--- src/hw/rtl/fixed_block_free_list_allocator_defines.svh ---
// assertion helpers for the block pool allocator
`ifndef FIXED_BLOCK_FREE_LIST_ALLOCATOR_DEFINES_SVH
`define FIXED_BLOCK_FREE_LIST_ALLOCATOR_DEFINES_SVH

`ifndef SYNTHESIS
`define FBFL_ASSERT(lbl, clk, rst_n, prop, msg) \
  lbl: assert property (@(posedge clk) disable iff (!rst_n) (prop)) else $error(msg);
`define FBFL_ASSERT_NEVER(lbl, clk, rst_n, cond, msg) \
  lbl: assert property (@(posedge clk) disable iff (!rst_n) !(cond)) else $error(msg);
`else
`define FBFL_ASSERT(lbl, clk, rst_n, prop, msg)
`define FBFL_ASSERT_NEVER(lbl, clk, rst_n, cond, msg)
`endif

`endif

--- src/hw/rtl/fbfl_pkg.sv ---
package fbfl_pkg;

  localparam int unsigned MaxBlocks = 1024;
  localparam int unsigned AddrWidth = 32;
  localparam int unsigned IdxW      = $clog2(MaxBlocks);
  localparam int unsigned CountW    = $clog2(MaxBlocks + 1);
  localparam int unsigned PaddrW    = 4;
  localparam int unsigned SizeW     = 17;
  localparam logic [3:0]  AlignMax  = 4'd12;

  localparam logic CmdAcquire = 1'b0;
  localparam logic CmdRelease = 1'b1;

  typedef enum logic [1:0] {
    StOk            = 2'd0,
    StExhausted     = 2'd1,
    StNullAddr      = 2'd2,
    StNoOutstanding = 2'd3
  } status_e;

  typedef enum logic [1:0] {
    RegPoolBase    = 2'd0,
    RegElementSize = 2'd1,
    RegAlignLog2   = 2'd2,
    RegBlockCount  = 2'd3
  } reg_e;

  typedef struct packed {
    logic        cmd;
    logic [31:0] release_addr;
  } req_t;

  typedef struct packed {
    logic [31:0] block_addr;
    status_e     status;
    logic [10:0] acquired_count;
    logic [10:0] available_count;
    logic        pool_empty;
  } rsp_t;

  typedef struct packed {
    logic [31:0] pool_base;
    logic [15:0] element_size;
    logic [3:0]  align_log2;
    logic [10:0] block_count;
  } cfg_t;

  typedef struct packed {
    logic        valid;
    logic [31:0] base;
  } restart_t;

  typedef struct packed {
    logic                 from_ring;
    logic [AddrWidth-1:0] addr;
    status_e              status;
    logic [CountW-1:0]    acquired_count;
    logic [CountW-1:0]    available_count;
    logic                 pool_empty;
  } dec_t;

  // element size rounded up to the alignment, one unit when the size is zero
  function automatic logic [SizeW-1:0] alloc_size(input logic [15:0] es,
                                                  input logic [3:0] al);
    logic [3:0]       a;
    logic [SizeW-1:0] unit;
    logic [SizeW-1:0] sz;
    a    = (al > AlignMax) ? AlignMax : al;
    unit = SizeW'(1) << a;
    if (es == 16'd0) begin
      sz = unit;
    end else begin
      sz = (SizeW'(es) + unit - SizeW'(1)) & ~(unit - SizeW'(1));
    end
    return sz;
  endfunction

endpackage

--- src/hw/rtl/fbfl_cfg.sv ---
module fbfl_cfg (
  input  logic                        clk_i,
  input  logic                        rst_ni,
  input  logic                        psel,
  input  logic                        penable,
  input  logic                        pwrite,
  input  logic [fbfl_pkg::PaddrW-1:0] paddr,
  input  logic [31:0]                 pwdata,
  output logic [31:0]                 prdata,
  output logic                        pready,
  output fbfl_pkg::cfg_t              cfg_o,
  output fbfl_pkg::restart_t          restart_o
);

  fbfl_pkg::cfg_t cfg_q, cfg_d;
  fbfl_pkg::reg_e sel;
  logic           wr;

  assign sel    = fbfl_pkg::reg_e'(paddr[3:2]);
  assign wr     = psel && penable && pwrite;
  assign pready = 1'b1;

  always_comb begin
    cfg_d = cfg_q;
    if (wr) begin
      case (sel)
        fbfl_pkg::RegPoolBase:    cfg_d.pool_base    = pwdata;
        fbfl_pkg::RegElementSize: cfg_d.element_size = pwdata[15:0];
        fbfl_pkg::RegAlignLog2:   cfg_d.align_log2   = pwdata[3:0];
        fbfl_pkg::RegBlockCount:  cfg_d.block_count  = pwdata[10:0];
        default:                  cfg_d = cfg_q;
      endcase
    end
  end

  always_ff @(posedge clk_i or negedge rst_ni) begin
    if (!rst_ni) begin
      cfg_q.pool_base    <= 32'd0;
      cfg_q.element_size <= 16'd16;
      cfg_q.align_log2   <= 4'd3;
      cfg_q.block_count  <= 11'd1024;
    end else begin
      cfg_q <= cfg_d;
    end
  end

  always_comb begin
    case (sel)
      fbfl_pkg::RegPoolBase:    prdata = cfg_q.pool_base;
      fbfl_pkg::RegElementSize: prdata = {16'd0, cfg_q.element_size};
      fbfl_pkg::RegAlignLog2:   prdata = {28'd0, cfg_q.align_log2};
      fbfl_pkg::RegBlockCount:  prdata = {21'd0, cfg_q.block_count};
      default:                  prdata = 32'd0;
    endcase
  end

  // any write restarts the pool with the base it leaves behind
  assign cfg_o           = cfg_q;
  assign restart_o.valid = wr;
  assign restart_o.base  = cfg_d.pool_base;

endmodule

--- config.mk ---
export PLATFORM = sky130hd
export DESIGN_NAME = fbfl_cfg
export DESIGN_NICKNAME = d
export VERILOG_FILES = /design/src/hw/rtl/fixed_block_free_list_allocator_defines.svh /design/src/hw/rtl/fbfl_pkg.sv /design/src/hw/rtl/fbfl_cfg.sv
export SDC_FILE = /design/constraint.sdc
export NUM_CORES = 1
export LEC_CHECK = 0
export BUFFER_PORTS_ARGS = -buffer_cell sky130_fd_sc_hd__buf_2
export CAP_MARGIN = 10
export CORE_UTILIZATION = 47
export DETAILED_ROUTE_END_ITERATION = 8
export HOLD_SLACK_MARGIN = 0.12
export PLACE_DENSITY = 0.95
export SLEW_MARGIN = 20
export SYNTH_ARGS = -nofsm -noshare
export SYNTH_HDL_FRONTEND = slang
export SYNTH_SLANG_ARGS = --single-unit
--- constraint.sdc ---
create_clock -name clk_i -period 4.75 [get_ports clk_i]
set_input_delay 1.1875 -clock clk_i [delete_from_list [all_inputs] [get_ports clk_i]]
set_output_delay 1.1875 -clock clk_i [all_outputs]
set_load 0.005 [all_outputs]
==> metrics <==
Synth Warn # 0; Worst EP arrival 2770 ps; Root Driver clkbuf_8; crit-path cells buf_2 -> nor3_4 -> buf_4 -> mux2_2 -> buf_2; final instance area 3970 sq um; top-area cell type share of the netlist area 0.515; total of max-cap violations 0; Post-DP Area 3720 sq um; number of vias per cell 5.10; Clock transition at path regs 60 ps; post-synthesis sequential area ratio 0.551; leading area contributor after synthesis dfrtp_1; Slew Viols, Final 0; PortBufs 166; Pre-antenna DRT Iters 4; Synth Instances 200; Async S/R FF share, synth 1.00; Clock Path Buffers 2; most common cell after layout, fill and taps aside buf_2; Post-DP HPWL 5.10 mm; Setup CP Type primary input to primary output; Post-synth EDFFs 0; pwr dens 458 nW/um^2; clk sinks 63; Final GP Congestion 0.764; delay-heaviest family, CP buffers and inverters; initial antenna violation count 0; peak supply drop 0.352 mV; CTS Buf Count 9; fin util 0.671; leakage power total 2.09 nW; final setup fails 0; die height 80.1 um; Routed WL per cell 15.9 um; status finished clean; Setup crit end kind primary output; die width 80.1 um; placed cells 431; Post-CTS Setup Bufs 0; Hold Vio Cnt, Final 0; max FFs per register 63; Filler cells 428; die footprint 6420 sq um; total negative slack 0 ps; Post-Syn Nets 241; cts repair resizes 0; # rows 28; DR DRC count 0; Seq. cell area 1580 sq um; area of the multi-input gates 1190 sq um; H-tree depth 3; Synth Area per Inst 14.3 sq um; Final ANT Viol Nets 0; Worst path most repeated cell buf_2; CTS hold repair buffers 0; Tcrit/Tclk final 0.833; Non-Filler Instances 447; WP buf/inv 3; RSZ-0062 raised after global routing false; layout cell share with drive strength beyond 1 0.694; Rel. slew slack 0.395; startpoint types primary input; via count 2279; min cycle time layout 3960 ps; Slowest-stage cell, CP buf_4; top_reg_cell synth dfrtp_1; Cell variety after synth 19; number of nets in the layout 408; 1st-iter DRT viols 103; Slew @ Worst Pin 907 ps; drt total wl 7.11 mm; clock skew 0 ps; fmax 253 MHz; GRT Total Usage 0.226; number of global-route vias before repair 2235; CTS tree built; largest net degree at the start of global routing 64; IO Pins 170; Worst Path Required 3560 ps; first-pass GRT wire length 10.8 mm; Core ar. 5920 sq um; critical path peak fanout 32; Area contributors post-synth dfrtp_1 (51%), mux2_2 (24%), mux2i_1 (4.2%); commonest non-fill, non-tap cells in the layout buf_2 (166), mux2_2 (61), dfrtp_1 (59); Initial Utilization 0.485; Max stage delay on crit path 440 ps; Clock Latency Late Sink 330 ps; GR Overflow Total 0; Area Overhead vs Synth 38.4%; HP Class flip-flop to flip-flop; #FFs+latches synth 63; synthesized cell area 2870 sq um; pre-CTS setup slack 780 ps; ANT cells 0; post-route setup slack 792 ps
==> cells by family after synthesis <==
group	count (synthesis)	synth area share
muxes	79	0.321
DFF	63	0.551
and+or+nand+nor	36	0.0816
buffers and inverters	14	0.0331
AOI/OAI and AO/OA	7	0.0122
other	1	0.00131
==> final timing paths <==
kind | start | endpoint | slack [ps] | cells past startpoint
worst max-delay path | paddr[2] | restart_o[24] | 790 | 5
worst min-delay path | cfg_o[17]$_DFFE_PN0P_ | cfg_o[17]$_DFFE_PN0P_ | 540 | 1
worst max register to register | cfg_o[48]$_DFF_PN0_ | cfg_o[48]$_DFF_PN0_ | 3920 | 1
worst min register to register | cfg_o[17]$_DFFE_PN0P_ | cfg_o[17]$_DFFE_PN0P_ | 540 | 1
max in group asynchronous | rst_ni | cfg_o[50]$_DFF_PN0_ | 3220 | 2
min in group asynchronous | rst_ni | cfg_o[3]$_DFFE_PN0P_ | 1030 | 2
==> area by class of cell <==
cell class	instances	area share
Timing Repair Buffer	169	0.215
Sequential cell	63	0.398
Clock inverter	6	0.0271
Inverter	1	0.000945
Tap cell	75	0.0236
Multi-Input combinational cell	123	0.300
Clock buffer	10	0.0347
==> where the power goes <==
| group | leakage, nW | switching [W] | total (W) | internal (W) |
|---|---|---|---|---|
| combinational | 1.20 | 0.000207 | 0.000492 | 0.000285 |
| clock | 0.122 | 0.000206 | 0.000567 | 0.000361 |
| sequential | 0.765 | 0.0000915 | 0.000759 | 0.000668 |
==> layer usage <==
metal	track usage	wire length (um)	vias up
li1	-	-	1039
met1	0.265	2890	1131
met2	0.406	3740	100
met3	0.0477	398	9
met4	0.0804	79	0
met5	0	0	-
==> synth_stat cells, drive strengths merged (2+ instances only) <==
cell	number
and2	17
mux2	63
nand2	8
nor2	7
clkbuf	3
mux2i	12
o21ai	7
buf	10
dfstp	4
nor3b	2
mux4	4
dfrtp	59
==> per-stage QoR <==
step / power [W] / hold WS, ps
detailed placement: 0.00127 / 520
global route: 0.00192 / 559
global placement: 0.00124 / 508
finish: 0.00182 / 536
floorplan: 0.000975 / 523
CTS: 0.00184 / 534
Note: power is estimated with default switching activity, not from simulation.
